<file path="config.mk">
export PLATFORM = sky130hd
export DESIGN_NAME = ook_frame_byte_transmitter
export DESIGN_NICKNAME = d
export VERILOG_FILES = /design/src/rtl/core/ofbt_pkg.sv /design/src/rtl/core/ofbt_word_gen.sv /design/src/rtl/core/ofbt_out_stage.sv /design/src/rtl/core/ook_frame_byte_transmitter.sv
export VERILOG_INCLUDE_DIRS = /design/src /design/src/rtl/core
export SDC_FILE = /design/constraint.sdc
export NUM_CORES = 1
export LEC_CHECK = 0
export CAP_MARGIN = 20
export CORE_MARGIN = 4
export CORE_UTILIZATION = 30
export DETAILED_ROUTE_END_ITERATION = 8
export DONT_BUFFER_PORTS = 1
export GPL_ROUTABILITY_DRIVEN = 0
export GPL_TIMING_DRIVEN = 0
export PLACE_DENSITY = 0.4
export SLEW_MARGIN = 40
export SYNTH_ARGS = -nofsm -noshare
export SYNTH_HDL_FRONTEND = slang
export SYNTH_SLANG_ARGS = --single-unit
export TNS_END_PERCENT = 10
</file>
<file path="constraint.sdc">
create_clock -name clk -period 5.08 [get_ports clk]
set_input_delay 0.508 -clock clk [delete_from_list [all_inputs] [get_ports clk]]
set_output_delay 0.508 -clock clk [all_outputs]
set_load 0.005 [all_outputs]
</file>
<file path="src/rtl/core/ook_frame_byte_transmitter_defines.svh">
// Assertion macros for the framed byte transmitter.
// Used by the top level; expects clk and arst_n in scope.
`ifndef OOK_FRAME_BYTE_TRANSMITTER_DEFINES_SVH
`define OOK_FRAME_BYTE_TRANSMITTER_DEFINES_SVH

// checked only outside reset
`define OFBT_ASSERT(label, prop, msg) \
	label: assert property (@(posedge clk) disable iff (!arst_n) prop) else $error(msg);

// checked during reset as well
`define OFBT_ASSERT_ALWAYS(label, prop, msg) \
	label: assert property (@(posedge clk) prop) else $error(msg);

`endif

</file>
<file path="src/rtl/core/ofbt_pkg.sv">
// Shared types and constants for the framed byte transmitter.
// No dependencies.
`timescale 1ns / 1ps

package ofbt_pkg;

	localparam int STEP_W = 4;              // up to 13 words per request
	localparam int PRE_W = 4;
	localparam int CFG_IDX_W = 2;
	localparam int CFG_DATA_W = 8;
	localparam int LEN_W = 16;
	localparam int WORD_W = 10;

	localparam logic [7:0] PREAMBLE_OCTET = 8'hAA;
	localparam logic [PRE_W-1:0] MAX_PREAMBLE = 4'd8;
	localparam logic [PRE_W-1:0] PREAMBLE_RESET = 4'd4;
	localparam logic [7:0] SYNC_RESET = 8'h7E;

	localparam logic [CFG_IDX_W-1:0] CFG_PREAMBLE_COUNT = 2'd0;
	localparam logic [CFG_IDX_W-1:0] CFG_SYNC_VALUE = 2'd1;

	typedef enum logic [2:0] {
		KIND_PREAMBLE = 3'd0,
		KIND_SYNC     = 3'd1,
		KIND_LENGTH   = 3'd2,
		KIND_PAYLOAD  = 3'd3,
		KIND_CHECKSUM = 3'd4
	} kind_t;

	typedef struct packed {
		logic [7:0]       data;
		logic             first;
		logic             final_mark;
		logic [LEN_W-1:0] len;
	} item_t;

	typedef struct packed {
		logic [7:0] octet;
		kind_t      kind;
		logic       last;
	} word_t;

endpackage

</file>
<file path="src/rtl/core/ofbt_word_gen.sv">
// Picks the octet, kind and end mark for one step of a request's word run.
// Depends on ofbt_pkg.
`timescale 1ns / 1ps

module ofbt_word_gen (
	input  ofbt_pkg::item_t                  item,
	input  logic [ofbt_pkg::STEP_W-1:0]      step,
	input  logic [ofbt_pkg::PRE_W-1:0]       pre_count,
	input  logic [7:0]                       sync_value,
	input  logic [7:0]                       xor_base,
	output ofbt_pkg::word_t                  word
);
	import ofbt_pkg::*;

	logic [PRE_W-1:0] pre_sat;
	logic [4:0]       pre5;
	logic [4:0]       k5;
	logic [4:0]       hdr;
	logic [4:0]       nwords;
	logic             has_pay;
	logic [7:0]       csum;

	always_comb begin
		pre_sat = (pre_count > MAX_PREAMBLE) ? MAX_PREAMBLE : pre_count;
		pre5 = {1'b0, pre_sat};
		k5 = {1'b0, step};
		// empty frame: header and checksum only
		has_pay = !(item.first && item.final_mark && (item.len == '0));
		hdr = item.first ? (pre5 + 5'd3) : 5'd0;
		nwords = hdr + {4'd0, has_pay} + {4'd0, item.final_mark};
		csum = xor_base ^ (has_pay ? item.data : 8'h00);

		word.last = (k5 == (nwords - 5'd1));
		priority if (item.first && (k5 < pre5)) begin
			word.octet = PREAMBLE_OCTET;
			word.kind = KIND_PREAMBLE;
		end else if (item.first && (k5 == pre5)) begin
			word.octet = sync_value;
			word.kind = KIND_SYNC;
		end else if (item.first && (k5 == (pre5 + 5'd1))) begin
			word.octet = item.len[15:8];
			word.kind = KIND_LENGTH;
		end else if (item.first && (k5 == (pre5 + 5'd2))) begin
			word.octet = item.len[7:0];
			word.kind = KIND_LENGTH;
		end else if (has_pay && (k5 == hdr)) begin
			word.octet = item.data;
			word.kind = KIND_PAYLOAD;
		end else begin
			word.octet = csum;
			word.kind = KIND_CHECKSUM;
		end
	end

endmodule

</file>
<file path="src/rtl/core/ofbt_out_stage.sv">
// Output register for line words; holds a word while the sink stalls.
// Depends on ofbt_pkg.
`timescale 1ns / 1ps

module ofbt_out_stage (
	input  logic                          clk,
	input  logic                          arst_n,
	input  logic                          load,
	input  ofbt_pkg::word_t               word,
	output logic                          take,
	output logic                          word_valid,
	input  logic                          word_stall,
	output logic [ofbt_pkg::WORD_W-1:0]   line_word,
	output logic [7:0]                    frame_octet,
	output logic [2:0]                    octet_kind,
	output logic                          last_of_run
);
	import ofbt_pkg::*;

	logic  valid_q;
	word_t word_q;

	assign take = !valid_q || !word_stall;

	always_ff @(posedge clk or negedge arst_n) begin
		if (!arst_n) begin
			valid_q <= 1'b0;
		end else if (take) begin
			valid_q <= load;
		end
	end

	always_ff @(posedge clk) begin
		if (take && load) begin
			word_q <= word;
		end
	end

	assign word_valid = valid_q;
	// start bit high, data MSB first, stop bit low
	assign line_word = {1'b1, word_q.octet, 1'b0};
	assign frame_octet = word_q.octet;
	assign octet_kind = word_q.kind;
	assign last_of_run = word_q.last;

endmodule

</file>
<file path="src/rtl/core/ook_frame_byte_transmitter.sv">
// Framed byte transmitter top level: input register, frame state, config.
// Depends on ofbt_pkg, ofbt_word_gen, ofbt_out_stage and the defines header.
//
//  channel | handshake              | payload
//  --------+------------------------+---------------------------------------------
//  item    | item_valid/item_stall  | data_byte first_byte final_byte frame_length
//  word    | word_valid/word_stall  | line_word frame_octet octet_kind last_of_run
//  cfg     | cfg_valid/cfg_ready    | cfg_index cfg_data
//
// One line word leaves per cycle while word_stall is low; a request gives
// 1 word for a middle byte, 2 for a last one, min(preamble_count, 8) + 4 for
// a first (+1 with checksum, except an empty frame, which has no payload word).
// A byte outside a frame is consumed and gives no word.
// item_stall rises while the input register still has words to send;
// word_stall on a held word holds back the rest of the run.
// arst_n clears valid bits, step counter and frame state; config gets its defaults.
`timescale 1ns / 1ps
`include "ook_frame_byte_transmitter_defines.svh"

module ook_frame_byte_transmitter (
	input  logic                              clk,
	input  logic                              arst_n,
	input  logic                              item_valid,
	output logic                              item_stall,
	input  logic [7:0]                        data_byte,
	input  logic                              first_byte,
	input  logic                              final_byte,
	input  logic [ofbt_pkg::LEN_W-1:0]        frame_length,
	output logic                              word_valid,
	input  logic                              word_stall,
	output logic [ofbt_pkg::WORD_W-1:0]       line_word,
	output logic [7:0]                        frame_octet,
	output logic [2:0]                        octet_kind,
	output logic                              last_of_run,
	input  logic                              cfg_valid,
	output logic                              cfg_ready,
	input  logic [ofbt_pkg::CFG_IDX_W-1:0]    cfg_index,
	input  logic [ofbt_pkg::CFG_DATA_W-1:0]   cfg_data
);
	import ofbt_pkg::*;

	logic              valid_s1;
	item_t             item_s1;
	logic [STEP_W-1:0] step_q;
	logic [7:0]        xor_q;
	logic              inside_q;
	logic [PRE_W-1:0]  pre_count_q;
	logic [7:0]        sync_q;

	logic        item_accept;
	logic        drop;
	logic        take;
	logic        fire;
	logic        finish;
	logic [7:0]  xor_base;
	word_t       word;
	logic        fire_csum;
	logic        fire_pre;

	assign cfg_ready = 1'b1;

	always_ff @(posedge clk or negedge arst_n) begin
		if (!arst_n) begin
			pre_count_q <= PREAMBLE_RESET;
			sync_q <= SYNC_RESET;
		end else if (cfg_valid) begin
			unique case (cfg_index)
				CFG_PREAMBLE_COUNT: pre_count_q <= cfg_data[PRE_W-1:0];
				CFG_SYNC_VALUE:     sync_q <= cfg_data;
				default:            ;
			endcase
		end
	end

	// byte with no open frame is consumed silently
	assign drop = valid_s1 && !item_s1.first && !inside_q;
	assign fire = valid_s1 && !drop && take;
	assign finish = drop || (fire && word.last);
	assign item_stall = valid_s1 && !finish;
	assign item_accept = item_valid && !item_stall;
	assign xor_base = item_s1.first ? 8'h00 : xor_q;

	always_ff @(posedge clk or negedge arst_n) begin
		if (!arst_n) begin
			valid_s1 <= 1'b0;
		end else if (item_accept) begin
			valid_s1 <= 1'b1;
		end else if (finish) begin
			valid_s1 <= 1'b0;
		end
	end

	always_ff @(posedge clk) begin
		if (item_accept) begin
			item_s1 <= '{data: data_byte, first: first_byte, final_mark: final_byte,
				len: frame_length};
		end
	end

	always_ff @(posedge clk or negedge arst_n) begin
		if (!arst_n) begin
			step_q <= '0;
			xor_q <= 8'h00;
			inside_q <= 1'b0;
		end else if (fire) begin
			if (word.last) begin
				step_q <= '0;
				if (item_s1.final_mark) begin
					xor_q <= 8'h00;
					inside_q <= 1'b0;
				end else begin
					// not final, so the byte is payload
					xor_q <= xor_base ^ item_s1.data;
					inside_q <= 1'b1;
				end
			end else begin
				step_q <= step_q + STEP_W'(1);
			end
		end
	end

	ofbt_word_gen u_gen (
		.item       (item_s1),
		.step       (step_q),
		.pre_count  (pre_count_q),
		.sync_value (sync_q),
		.xor_base   (xor_base),
		.word       (word)
	);

	ofbt_out_stage u_out (
		.clk         (clk),
		.arst_n      (arst_n),
		.load        (fire),
		.word        (word),
		.take        (take),
		.word_valid  (word_valid),
		.word_stall  (word_stall),
		.line_word   (line_word),
		.frame_octet (frame_octet),
		.octet_kind  (octet_kind),
		.last_of_run (last_of_run)
	);

	assign fire_csum = fire && (word.kind == KIND_CHECKSUM);
	assign fire_pre = fire && (word.kind == KIND_PREAMBLE);

	`OFBT_ASSERT(a_step_bound, (step_q < 4'd13), "word step past longest run")
	`OFBT_ASSERT(a_csum_closes, fire_csum |=> !inside_q, "frame still open after checksum")
	`OFBT_ASSERT(a_preamble_first, fire_pre |-> item_s1.first, "preamble outside a first request")
	`OFBT_ASSERT_ALWAYS(a_step_idle, (!valid_s1) |-> (step_q == '0), "step counter not cleared")

endmodule
</file>
Word-level counts from Yosys, hierarchy flattened
Index checks and enable logic that the tools add are counted.
Cells by class
  reductions and logical operators: 33
  equal/unequal tests: 6
  add/sub/neg operators: 7
  bitwise gates (word level): 2
  multiplexer cells: 13
  $lt $le $gt $ge: 2
Operators by type and width (number)
  11-bit two-way mux: 4
  8-bit two-way mux: 3
  4-bit by 5-bit == test with 1-bit output: 4
  16-bit logical NOT: 1
  8-bit XOR: 2
  1-bit logical AND: 15
  4-bit by 2-bit adder with 5-bit output, second input constant: 2
  5-bit by 1-bit adder with 5-bit output: 2
  1-bit logical NOT: 8
  4-bit two-way mux: 2
  2-bit AND reduction: 3
  4-bit by 1-bit adder with 5-bit output, second input constant: 1
  5-bit two-way mux: 1
  5-bit by 1-bit subtractor with 5-bit output, second input constant: 1
  4-bit by 1-bit adder with 4-bit output, second input constant: 1
  4-bit == test: 1
  4-bit greater-than comparator, second input constant: 1
  4-bit < comparator: 1
  4-bit OR reduction: 1
  1-bit two-way mux: 3
  2-bit by 1-bit == test with 1-bit output, second input constant: 1
  2-bit logical NOT: 1
  1-bit logical OR: 2
  2-bit nonzero test: 1
  2-bit OR reduction: 1
Word-level totals
  register bits after elaboration: 65
  output and inout bits: 25

Longest topological paths before layout
Gate-level depths: netlist of the first run.
  word-level depth: 15
  depth in mapped cells: 16
  depth with buffers taken out: 14

Hierarchy
Synthesis of the first run repeated with hierarchy kept, for this count alone.
Unflattened totals
  cell total of the unflattened synthesis: 340
  area total of the unflattened synthesis: 3925.0 µm²
By module, submodules not included
  ook_frame_byte_transmitter: area an instance 2138.3 µm², sequential area each 1440.1 µm², times used 1, cells each 137
  ofbt_word_gen: area an instance 1296.2 µm², sequential area each 0.0 µm², times used 1, cells each 175
  ofbt_out_stage: area an instance 490.5 µm², sequential area each 385.4 µm², times used 1, cells each 28

Worst setup path before layout of the first run
OpenSTA, ideal clock, no wires.
  kind: flip-flop to flip-flop
  start: register item_s1[16] (netlist name)
  end: register item_s1[0] (netlist name), enable pin
  cell stages (with the launch flop): 14
  setup slack: 0.946 ns
  data required time: 4.696 ns
  buffers on the path: 0
  setup time: 0.384 ns
  clock period less this slack: 4.134 ns
  arrival: 3.750 ns
  path through: edfxtp_1 -> inv_1 -> or4_1 -> nor3_1 -> inv_1 -> ha_1 -> ha_1 -> o21ba_2 -> o31a_1 -> xor2_1 -> xnor2_1 -> nand4b_2 -> nor2_2 -> o21a_1
On the way
  word-level cells in the longest chain between the ends: 13
Ends and longest elaborated chain
  start, declared: RTL line ook_frame_byte_transmitter.sv:43  | item_t item_s1;
  start signal, assigned: RTL line ook_frame_byte_transmitter.sv:95  | item_s1 <= '{data: data_byte, first: first_byte, final_mark: final_byte,
  1-bit logical AND (2 in a row): RTL line ofbt_word_gen.sv:28  | has_pay = !(item.first && item.final_mark && (item.len == '0));
  1-bit logical NOT: RTL line ofbt_word_gen.sv:28
  5-bit by 1-bit adder with 5-bit output: RTL line ofbt_word_gen.sv:30  | nwords = hdr + {4'd0, has_pay} + {4'd0, item.final_mark};
  5-bit by 1-bit adder with 5-bit output *: RTL line ofbt_word_gen.sv:30
  5-bit by 1-bit subtractor with 5-bit output *: RTL line ofbt_word_gen.sv:33  | word.last = (k5 == (nwords - 5'd1));
  4-bit by 5-bit == test with 1-bit output *: RTL line ofbt_word_gen.sv:33
  1-bit logical AND *: RTL line ook_frame_byte_transmitter.sv:78  | assign finish = drop || (fire && word.last);
  1-bit logical OR *: RTL line ook_frame_byte_transmitter.sv:78
  1-bit logical NOT *: RTL line ook_frame_byte_transmitter.sv:79  | assign item_stall = valid_s1 && !finish;
  1-bit logical AND *: RTL line ook_frame_byte_transmitter.sv:79
  1-bit logical NOT *: RTL line ook_frame_byte_transmitter.sv:80  | assign item_accept = item_valid && !item_stall;
  1-bit logical AND *: RTL line ook_frame_byte_transmitter.sv:80
  named net item_accept: RTL line ook_frame_byte_transmitter.sv:50  | logic item_accept;
The timed path passes the listed nets; every way through them passes the cells marked *.
A chain may end at the register's enable or synchronous reset.

Worst setup path after layout of the first run
  start: register item_s1[16] (netlist name)
  end: output port item_stall
On the way
  word-level cells in the longest chain between the ends: 11
Ends and longest elaborated chain
  1-bit logical AND (2 in a row): RTL line ofbt_word_gen.sv:28
  1-bit logical NOT: RTL line ofbt_word_gen.sv:28
  5-bit by 1-bit adder with 5-bit output: RTL line ofbt_word_gen.sv:30
  5-bit by 1-bit adder with 5-bit output *: RTL line ofbt_word_gen.sv:30
  5-bit by 1-bit subtractor with 5-bit output *: RTL line ofbt_word_gen.sv:33
  4-bit by 5-bit == test with 1-bit output *: RTL line ofbt_word_gen.sv:33
  1-bit logical AND *: RTL line ook_frame_byte_transmitter.sv:78
  1-bit logical OR *: RTL line ook_frame_byte_transmitter.sv:78
  1-bit logical NOT *: RTL line ook_frame_byte_transmitter.sv:79
  1-bit logical AND *: RTL line ook_frame_byte_transmitter.sv:79
  end, declared: RTL line ook_frame_byte_transmitter.sv:24  | output logic item_stall,
Every way passes the cells marked *; elsewhere a longest branch is shown, timed or not.

==> results of run 1 <==
-- worst register-to-register path: cells and delay by family, from the launching register on --
kind,cells,cell delay (ps)
AO/OA/AOI/OAI,3,820
XOR/XNOR,2,360
adder cells (fa/ha/maj),2,480
buffers and inverters,2,400
flip-flops,1,520
AND/OR/NAND/NOR,4,1540
-- per-layer routing --
metal / share of wire / up-vias / global-route usage
met4: 0.015 / 0 / 0.04603
met2: 0.44 / 67 / 0.2125
met1: 0.49 / 1306 / 0.2049
met5: 0 / - / 0
li1: - / 1322 / -
met3: 0.058 / 12 / 0.04116
-- layout by cell type (no fill, tap or decap), types with 7 or more instances in the layout --
master and count:
mux2_2 11, dfrtp_1 20, a21oi_1 21, xnor2_1 23
ha_1 12, edfxtp_1 38, o21ai_0 25, o22ai_1 8
dfstp_2 7, nor2_1 9, inv_1 17, clkbuf_1 9
buf_4 11, nand2_1 40, nand3_1 11, clkbuf_16 9
o41a_1 9
-- sequential cells by signal, summed over array words and instances (netlist names), 3 cells and up --
name,flops
item_s1,26
pre_count_q,4
xor_q,8
u_out.octet_kind,3
sync_q,8
step_q,4
u_out.frame_octet,8
-- stage by stage --
step | instances | instance area (sq um) | setup WS (ps) | power, W | hold slack [ps]
2_1_floorplan | 358 | 3785 | 946.2 | 0.001495 | 212.4
3_3_place_gp | 526 | 3995 | -304.3 | 0.001723 | 213.2
3_5_place_dp | 526 | 4016 | -38.62 | 0.001743 | 213.3
4_1_cts | 544 | 4333 | 33.26 | 0.002357 | 2.335
5_1_grt | 545 | 4350 | 46.33 | 0.002504 | 3.820
6_report | 545 | 4350 | 437.6 | 0.002323 | 19.09
-- cell families after synthesis --
logic type | after synthesis | share of synthesized area
other | 2 | 0.001986
muxes | 16 | 0.04732
adders and majority gates | 12 | 0.03971
xor gates and xnor gates | 29 | 0.07280
AOI/OAI and AO/OA | 91 | 0.1651
DFF | 65 | 0.4828
buffers and inverters | 44 | 0.05791
and+or+nand+nor | 98 | 0.1324
-- report_power, final --
group	switching (W)	internal, W	total, W	leakage (nW)
Clock	0.000215	0.000376	0.000591	0.138
Combinational	0.000528	0.000381	0.000909	0.842
Sequential	0.000101	0.000722	0.000823	0.642
-- timing repair --
action / in CTS / in global routing
hold buffers: 2 / 1
setup endpoints to repair: 26 / 28
resized for setup: 1 / 5
endpoints found under the hold margin: 20 / 5
-- layout make-up --
class / count / area share
clock buffer: 12 / 0.05436
clock inverter: 4 / 0.01007
inverter: 19 / 0.01639
tap: 168 / 0.04832
multi-input combinational: 249 / 0.4075
buffer: 25 / 0.03451
timing repair buffer: 3 / 0.009203
sequential: 65 / 0.4196
-- how the worst max path moves through the flow --
stage / end / slack (ps)
6_report: item_stall / 440
5_1_grt: item_stall / 50
4_1_cts: item_stall / 30
3_5_place_dp: item_s1[0] / -40
3_3_place_gp: item_s1[10] / -300
2_1_floorplan: item_s1[0] / 950
==> run summary, run 1 <==
CP Launch Point - item_s1[16]
Final Net Count - 425
Crit. End Element - primary output
worst min path class - in -> async
GRT Total Usage - 0.1444
area grow syn2layout - 15.06%
Syn Std Cell Area - 0.003781 sq mm
Pre-antenna DRT Iters - 4
DRC - 0
count of state elements after synthesis - 65
Yosys Warn Count - 0
status - completed
Reg area - 0.001826 sq mm
RR Endpoint - item_s1[2]
CTS Buf Count - 9
die height - 120.3 um
R2R Setup Slk - 590 ps
dpl hpwl - 7343 um
share of layout cells above drive strength 1 - 0.1724
Final Max Slew Viols - 0
Inserted Diodes - 0
type of origin of the critical path - flip-flop
ranking of synthesized cells by area - edfxtp_1 (30%), dfrtp_1 (13%), xnor2_1 (5.3%)
FILL cells - 1254
CTS HTree Levels - 3
core area - 0.01216 sq mm
cell depth of the worst setup path - 13
Leak Pwr - 1.622 nW
CTS tree - built
GRT Residual Overflow - 0
PortBufs - 0
Synth top area share - 0.3018
Final ANT Viol Nets - 0
TNS Setup - 0 ps
number of synthesized flops with an enable pin - 38
R2R depth - 13
first-pass GRT wire length - 15880 um
worst endpoint required time - 4570 ps
routed vias - 2707
critical path class - reg -> out
Clk Latency, worst-skew pair - 330 ps
Worst Tran Pin Value - 694.0 ps
Fin. Hold Viols - 0
Slew headroom - 0.5369
initial core utilization - 0.3109
post-layout util - 0.3577
worst path buffer plus inverter count - 2
Max-Cap Viols - 0
PwrDens - 534.0 mW/mm^2
DRT iter0 DRCs - 103
vias in the first global route - 2747
DIE AREA - 0.01446 sq mm
Cell Rows - 40
slowest cell on the critical path - or4_1
CP delay by family, top - simple AND/OR/NAND/NOR gates
fraction of registers with async set/reset - 0.4154
r2r startpoint - item_s1[16]
largest net degree at the start of global routing - 27
CP cell instances - inv_1 -> or4_1 -> nor3_2 -> inv_1 -> ha_1 -> ha_1 -> o21ba_2 -> o31a_1 -> xor2_1 -> xnor2_1 -> nand4b_2 -> nor2_2 -> nor2_1
Yosys top cell by area - edfxtp_1
Final setup viols - 0
top_reg_cell synth - edfxtp_1
Die W - 120.3 um
wire per inst - 18.31 um
Synth Area per Inst - 10.59 sq um
Root Driver - clkbuf_16
crit path DAT - 4130 ps
crit share post-route - 0.9139
Post-synth top cells - nand2_1 (40), edfxtp_1 (38), o21ai_0 (25)
sequential fraction of the synthesis area - 0.4828
critical path's largest stage delay - 570 ps
final WL - 9977 um
clock sink count - 65
worst-path maximum fanout - 9
synth unique cells - 59
most numerous cell in the Yosys netlist - nand2_1
IO Count - 66
Max VDD drop - 254.4 uV
clock slew at reported path FFs - 50 ps
Vias/cell - 4.967
clock buffer depth - 2
RSZ-0062 raised after global routing - no
Setup Buffers After CTS - 0
Synth Instances - 357
skew final - 7.663 ps
area of the multi-input gates - 0.001773 sq mm
fin crit period - 4642 ps
initial antenna violation count - 0
Max Fclk - 215.4 MHz
No activity file was read; power rests on OpenSTA's default activity.
==> run 2: changes to the inputs <==
Settings changed: CORE_UTILIZATION 30 to 44, PLACE_DENSITY 0.4 to 0.55.
==> run summary, run 2 (same netlist as run 1, synthesis figures left out) <==
status - completed (unchanged)
RR Endpoint - item_s1[13] (was item_s1[2])
slowest cell on the critical path - or4_1 (unchanged)
RSZ-0062 raised after global routing - no (unchanged)
Inserted Diodes - 0 (unchanged)
critical path class - reg -> out (unchanged)
fin crit period - 4673 ps (was 4642 ps)
Hold Crit Depth - 0
GRT Total Usage - 0.1878 (was 0.1444)
initial antenna violation count - 0 (unchanged)
area grow syn2layout - 10.39% (was 15.06%)
worst endpoint required time - 4570 ps (about the same)
r2r startpoint - item_s1[16] (unchanged)
clock slew at reported path FFs - 80 ps (was 50 ps)
clock buffer depth - 2 (unchanged)
crit share post-route - 0.9200 (was 0.9139)
setup ws final - 406.6 ps (was 437.6 ps)
Clk Latency, worst-skew pair - 340 ps (was 330 ps)
placed cells - 463 (was 526)
Final ANT Viol Nets - 0 (unchanged)
crit path DAT - 4170 ps (was 4130 ps)
most common cell after layout, fill and taps aside - nand2_1 (unchanged)
largest net degree at the start of global routing - 28 (was 27)
CTS HTree Levels - 3 (unchanged)
Leak Pwr - 1.566 nW (was 1.622 nW)
Setup Buffers After CTS - 0 (unchanged)
Clock power frac - 0.202 (was 0.254)
Vias/cell - 5.694 (was 4.967)
wire per inst - 18.51 um (was 18.31 um)
Max VDD drop - 250.3 uV (was 254.4 uV)
die height - 100.7 um (was 120.3 um)
total power - 0.002153 W (was 0.002323 W)
CP cell instances - inv_1 -> or4_1 -> nor3_2 -> inv_1 -> ha_1 -> ha_1 -> o21ba_2 -> o31a_1 -> xor2_1 -> xnor2_1 -> nand4b_2 -> nor2_2 -> nor2_1 (unchanged)
R2R depth - 13 (unchanged)
routed vias - 2739 (was 2707)
worst min path class - in -> reg (was in -> async)
Slew headroom - 0.5262 (was 0.5369)
Sw Ratio - 0.3844 (was 0.3634)
skew final - 7.449 ps (was 7.663 ps)
DRT iter0 DRCs - 127 (was 103)
first-pass GRT wire length - 14490 um (was 15880 um)
CP delay by family, top - simple AND/OR/NAND/NOR gates (unchanged)
hold endpoint - item_s1[11]
Crit. End Element - primary output (unchanged)
R2R Setup Slk - 570 ps (was 590 ps)
most frequent cells in the layout - nand2_1 (40), edfxtp_1 (38), o21ai_0 (25) (unchanged)
critical path's largest stage delay - 570 ps (about the same)
Final setup viols - 0 (unchanged)
PwrDens - 515.7 mW/mm^2 (was 534.0 mW/mm^2)
Fin. Hold Viols - 0 (unchanged)
IO Count - 66 (unchanged)
HP Start - frame_length[11]
vias in the first global route - 2766 (was 2747)
worst path buffer plus inverter count - 2 (unchanged)
Root Driver - clkbuf_8 (was clkbuf_16)
sequential share of power - 0.380 (was 0.354)
Internal - 0.001325 W (was 0.001479 W)
share of layout cells above drive strength 1 - 0.1782 (was 0.1724)
Final Net Count - 424 (was 425)
Worst Tran Pin Value - 710.7 ps (was 694.0 ps)
initial core utilization - 0.4556 (was 0.3109)
Switch Pwr - 0.0008275 W (was 0.0008443 W)
final WL - 8901 um (was 9977 um)
Max-Cap Viols - 0 (unchanged)
dpl hpwl - 6549 um (was 7343 um)
DIE AREA - 0.01014 sq mm (was 0.01446 sq mm)
type of origin of the critical path - flip-flop (unchanged)
Pre-antenna DRT Iters - 4 (unchanged)
max FFs per register - 26 (unchanged)
GRT Residual Overflow - 0 (unchanged)
worst-path maximum fanout - 9 (unchanged)
fin cells - 481 (was 545)
Setup WS pre-CTS - 54.32 ps (was -38.62 ps)
clock sink count - 65 (unchanged)
Die W - 100.7 um (was 120.3 um)
Cell Rows - 33 (was 40)
Max Fclk - 214.0 MHz (was 215.4 MHz)
CTS tree - built (unchanged)
CTS Buf Count - 9 (unchanged)
register bank with the most flops - item_s1 (unchanged)
Gate power share - 0.418 (was 0.391)
Final Max Slew Viols - 0 (unchanged)
core area - 0.008299 sq mm (was 0.01216 sq mm)
DRC - 0 (unchanged)
PortBufs - 0 (unchanged)
[run 2: cell types whose count changed in the layout (fill, tap and decap cells not counted), moves of 2 or more]
cell / previous run / this run
clkbuf_1: 9 / 7
clkbuf_16: 9 / 0
clkbuf_8: 0 / 9
clkinvlp_4: 0 / 3
[run 2: cell type report]
| cell class | instances | area (sq um) |
|---|---|---|
| fill | 749 | 4125 |
| sequential | 65 | 1826 |
| multi-input combinational | 249 | 1773 |
| buffer | 25 | 148.9 |
| tap | 105 | 131.4 |
| clock buffer | 9 | 123.9 |
| inverter | 19 | 71.32 |
| clock inverter | 7 | 70.07 |
| timing repair buffer | 2 | 30.03 |
[run 2: worst reg2reg max path, stage by stage (launching register included)]
cell and delay [ps]:
edfxtp_1 510, inv_1 180, or4_1 570, nor3_2 310
inv_1 250, ha_1 310, ha_1 180, o21ba_2 220
o31a_1 190, xor2_1 190, xnor2_1 180, nand4b_2 330
nor2_2 300, o21a_4 410
[run 2: stage by stage]
stage	hold WS [ps]	setup TNS (ps)	util	instance area, sq um
floorplan	212.4	0	-	3785
global placement	213.1	-4287	0.4719	3916
detailed placement	213.2	0	0.4734	3929
CTS	230.7	0	0.5004	4153
global route	234.4	0	0.5029	4174
finish	258.7	0	0.5029	4174
[run 2: per-layer routing]
metal / up-vias / routed length (um) / GRT usage
met5: - / 0 / 0
met4: 0 / 132 / 0.06114
met3: 12 / 512 / 0.04014
met2: 81 / 4244 / 0.2947
met1: 1328 / 4011 / 0.2589
li1: 1318 / - / -
[run 2: worst max path at each step]
stage,cells after the start,to,start,slack (ps)
3_5_place_dp,14,item_s1[5],item_s1[17],50
4_1_cts,14,item_s1[13],item_s1[17],30
6_report,13,item_stall,item_s1[16],410
3_3_place_gp,14,item_s1[4],item_s1[17],-170
2_1_floorplan,13,item_s1[0],item_s1[16],950
5_1_grt,14,item_stall,item_s1[17],50
[run 2: power groups by stage]
stage	clock, W	sequential [W]	combinational (W)
CTS	0.000454	0.000821	0.000891
global route	0.000475	0.000837	0.00102
detailed placement	0	0.000831	0.000877
finish	0.000434	0.000819	0.000900
global placement	0	0.000830	0.000860
floorplan	0	0.000793	0.000702
[run 2: repair_timing]
item	CTS	global route
hold buffers	2	0
setup endpoints to repair	0	29
resized for setup	0	4
hold endpoints to repair	27	0
==> run 3: changes to the inputs <==
Settings changed: CAP_MARGIN 20 to 10, CORE_MARGIN 4 to not set.
==> run summary, run 3 (same netlist as run 1, synthesis figures left out) <==
clock sink count - 65 (unchanged)
initial core utilization - 0.4579 (was 0.4556)
CTS tree - built (unchanged)
Root Driver - clkbuf_8 (unchanged)
register bank with the most flops - item_s1 (unchanged)
share of layout cells above drive strength 1 - 0.1782 (unchanged)
RSZ-0062 raised after global routing - no (unchanged)
max FFs per register - 26 (unchanged)
fin crit period - 4686 ps (was 4673 ps)
core area - 0.008258 sq mm (was 0.008299 sq mm)
Slew headroom - 0.5407 (was 0.5262)
PwrDens - 517.7 mW/mm^2 (was 515.7 mW/mm^2)
PortBufs - 0 (unchanged)
DRT iter0 DRCs - 146 (was 127)
first-pass GRT wire length - 13450 um (was 14490 um)
initial antenna violation count - 0 (unchanged)
CP delay by family, top - simple AND/OR/NAND/NOR gates (unchanged)
most common cell after layout, fill and taps aside - nand2_1 (unchanged)
Worst Tran Pin Value - 688.9 ps (was 710.7 ps)
crit path DAT - 4180 ps (was 4170 ps)
skew final - 11.24 ps (was 7.449 ps)
worst endpoint required time - 4570 ps (about the same)
crit share post-route - 0.9225 (was 0.9200)
Inserted Diodes - 0 (unchanged)
Max-Cap Viols - 0 (unchanged)
worst path buffer plus inverter count - 2 (unchanged)
Cell Rows - 33 (unchanged)
vias in the first global route - 2525 (was 2766)
fin cells - 481 (unchanged)
Final ANT Viol Nets - 0 (unchanged)
clock slew at reported path FFs - 80 ps (about the same)
type of origin of the critical path - flip-flop (unchanged)
worst-path maximum fanout - 9 (unchanged)
GRT Total Usage - 0.2064 (was 0.1878)
wire per inst - 17.97 um (was 18.51 um)
GRT Residual Overflow - 0 (unchanged)
Crit. End Element - primary output (unchanged)
slowest cell on the critical path - or4_1 (unchanged)
Final Max Slew Viols - 0 (unchanged)
total power - 0.002161 W (was 0.002153 W)
Leak Pwr - 1.577 nW (was 1.566 nW)
placed cells - 463 (unchanged)
Vias/cell - 5.628 (was 5.694)
Pre-antenna DRT Iters - 4 (unchanged)
largest net degree at the start of global routing - 28 (unchanged)
Final setup viols - 0 (unchanged)
DRC - 0 (unchanged)
critical path class - reg -> out (unchanged)
Fin. Hold Viols - 0 (unchanged)
die height - 94.70 um (was 100.7 um)
CTS HTree Levels - 3 (unchanged)
Max Fclk - 213.4 MHz (was 214.0 MHz)
Clk Latency, worst-skew pair - 350 ps (was 340 ps)
area grow syn2layout - 10.39% (unchanged)
final WL - 8644 um (was 8901 um)
Die W - 94.70 um (was 100.7 um)
Final Net Count - 424 (unchanged)
critical path's largest stage delay - 560 ps (was 570 ps)
CP cell instances - inv_1 -> or4_1 -> nor3_2 -> inv_1 -> ha_1 -> ha_1 -> o21ba_2 -> o31a_1 -> xor2_1 -> xnor2_1 -> nand4b_2 -> nor2_2 -> nor2_1 (unchanged)
IO Count - 66 (unchanged)
post-layout util - 0.5055 (was 0.5029)
DIE AREA - 0.008968 sq mm (was 0.01014 sq mm)
hold_ws - 251.7 ps (was 258.7 ps)
Max VDD drop - 242.8 uV (was 250.3 uV)
status - completed (unchanged)
CTS Buf Count - 9 (unchanged)
clock buffer depth - 2 (unchanged)
dpl hpwl - 6286 um (was 6549 um)
routed vias - 2707 (was 2739)
most frequent cells in the layout - nand2_1 (40), edfxtp_1 (38), o21ai_0 (25) (unchanged)
worst min path class - in -> reg (unchanged)
Setup Buffers After CTS - 0 (unchanged)
-- run 3: through the flow --
| stage | instance area (sq um) | setup TNS, ps | setup WS, ps |
|---|---|---|---|
| after detailed placement | 3938 | 0 | 186.6 |
| after floorplan | 3785 | 0 | 946.2 |
| after global placement | 3916 | -3420 | -134.0 |
| after CTS | 4161 | 0 | 122.2 |
| final | 4174 | 0 | 393.5 |
| after global routing | 4174 | 0 | 61.47 |
-- run 3: layer usage --
layer,track usage,part of all wire,up-vias,wire length [um]
met4,0.05429,0.0098,0,85
met3,0.05233,0.041,8,357
met2,0.3267,0.48,65,4111
met1,0.2814,0.47,1311,4089
met5,0,0,-,0
li1,-,-,1323,-
-- run 3: cell type report --
class | count | area, sq um
plain buffers | 25 | 148.9
clock buffers | 10 | 127.6
clock inverters | 6 | 66.31
fillers | 789 | 4084
inverters | 19 | 71.32
multi-input cells | 249 | 1773
flip-flops and latches | 65 | 1826
well taps | 105 | 131.4
repair buffers | 2 | 30.03
-- run 3: path summary, 6_finish.rpt --
kind | startpoint | end | slack (ps) | cells after the start
worst max-delay path | item_s1[16] | item_stall | 390 | 13
worst min-delay path | frame_length[14] | item_s1[14] | 250 | 0
worst max register to register | item_s1[16] | item_s1[0] | 590 | 13
worst min register to register | inside_q | inside_q | 520 | 1
max in group asynchronous | arst_n | sync_q[4] | 4230 | 2
min in group asynchronous | arst_n | sync_q[0] | 610 | 2
-- run 3: power by group --
| part | internal (W) | switching (W) |
|---|---|---|
| Sequential | 0.000720 | 0.000102 |
| Clock | 0.000229 | 0.000211 |
| Combinational | 0.000380 | 0.000520 |
| Total | 0.00133 | 0.000833 |
-- run 3: repair_timing --
item | in CTS | in global routing
setup endpoints to repair | 0 | 29
resized for setup | 0 | 4
hold buffers | 2 | 0
endpoints found under the hold margin | 27 | 0
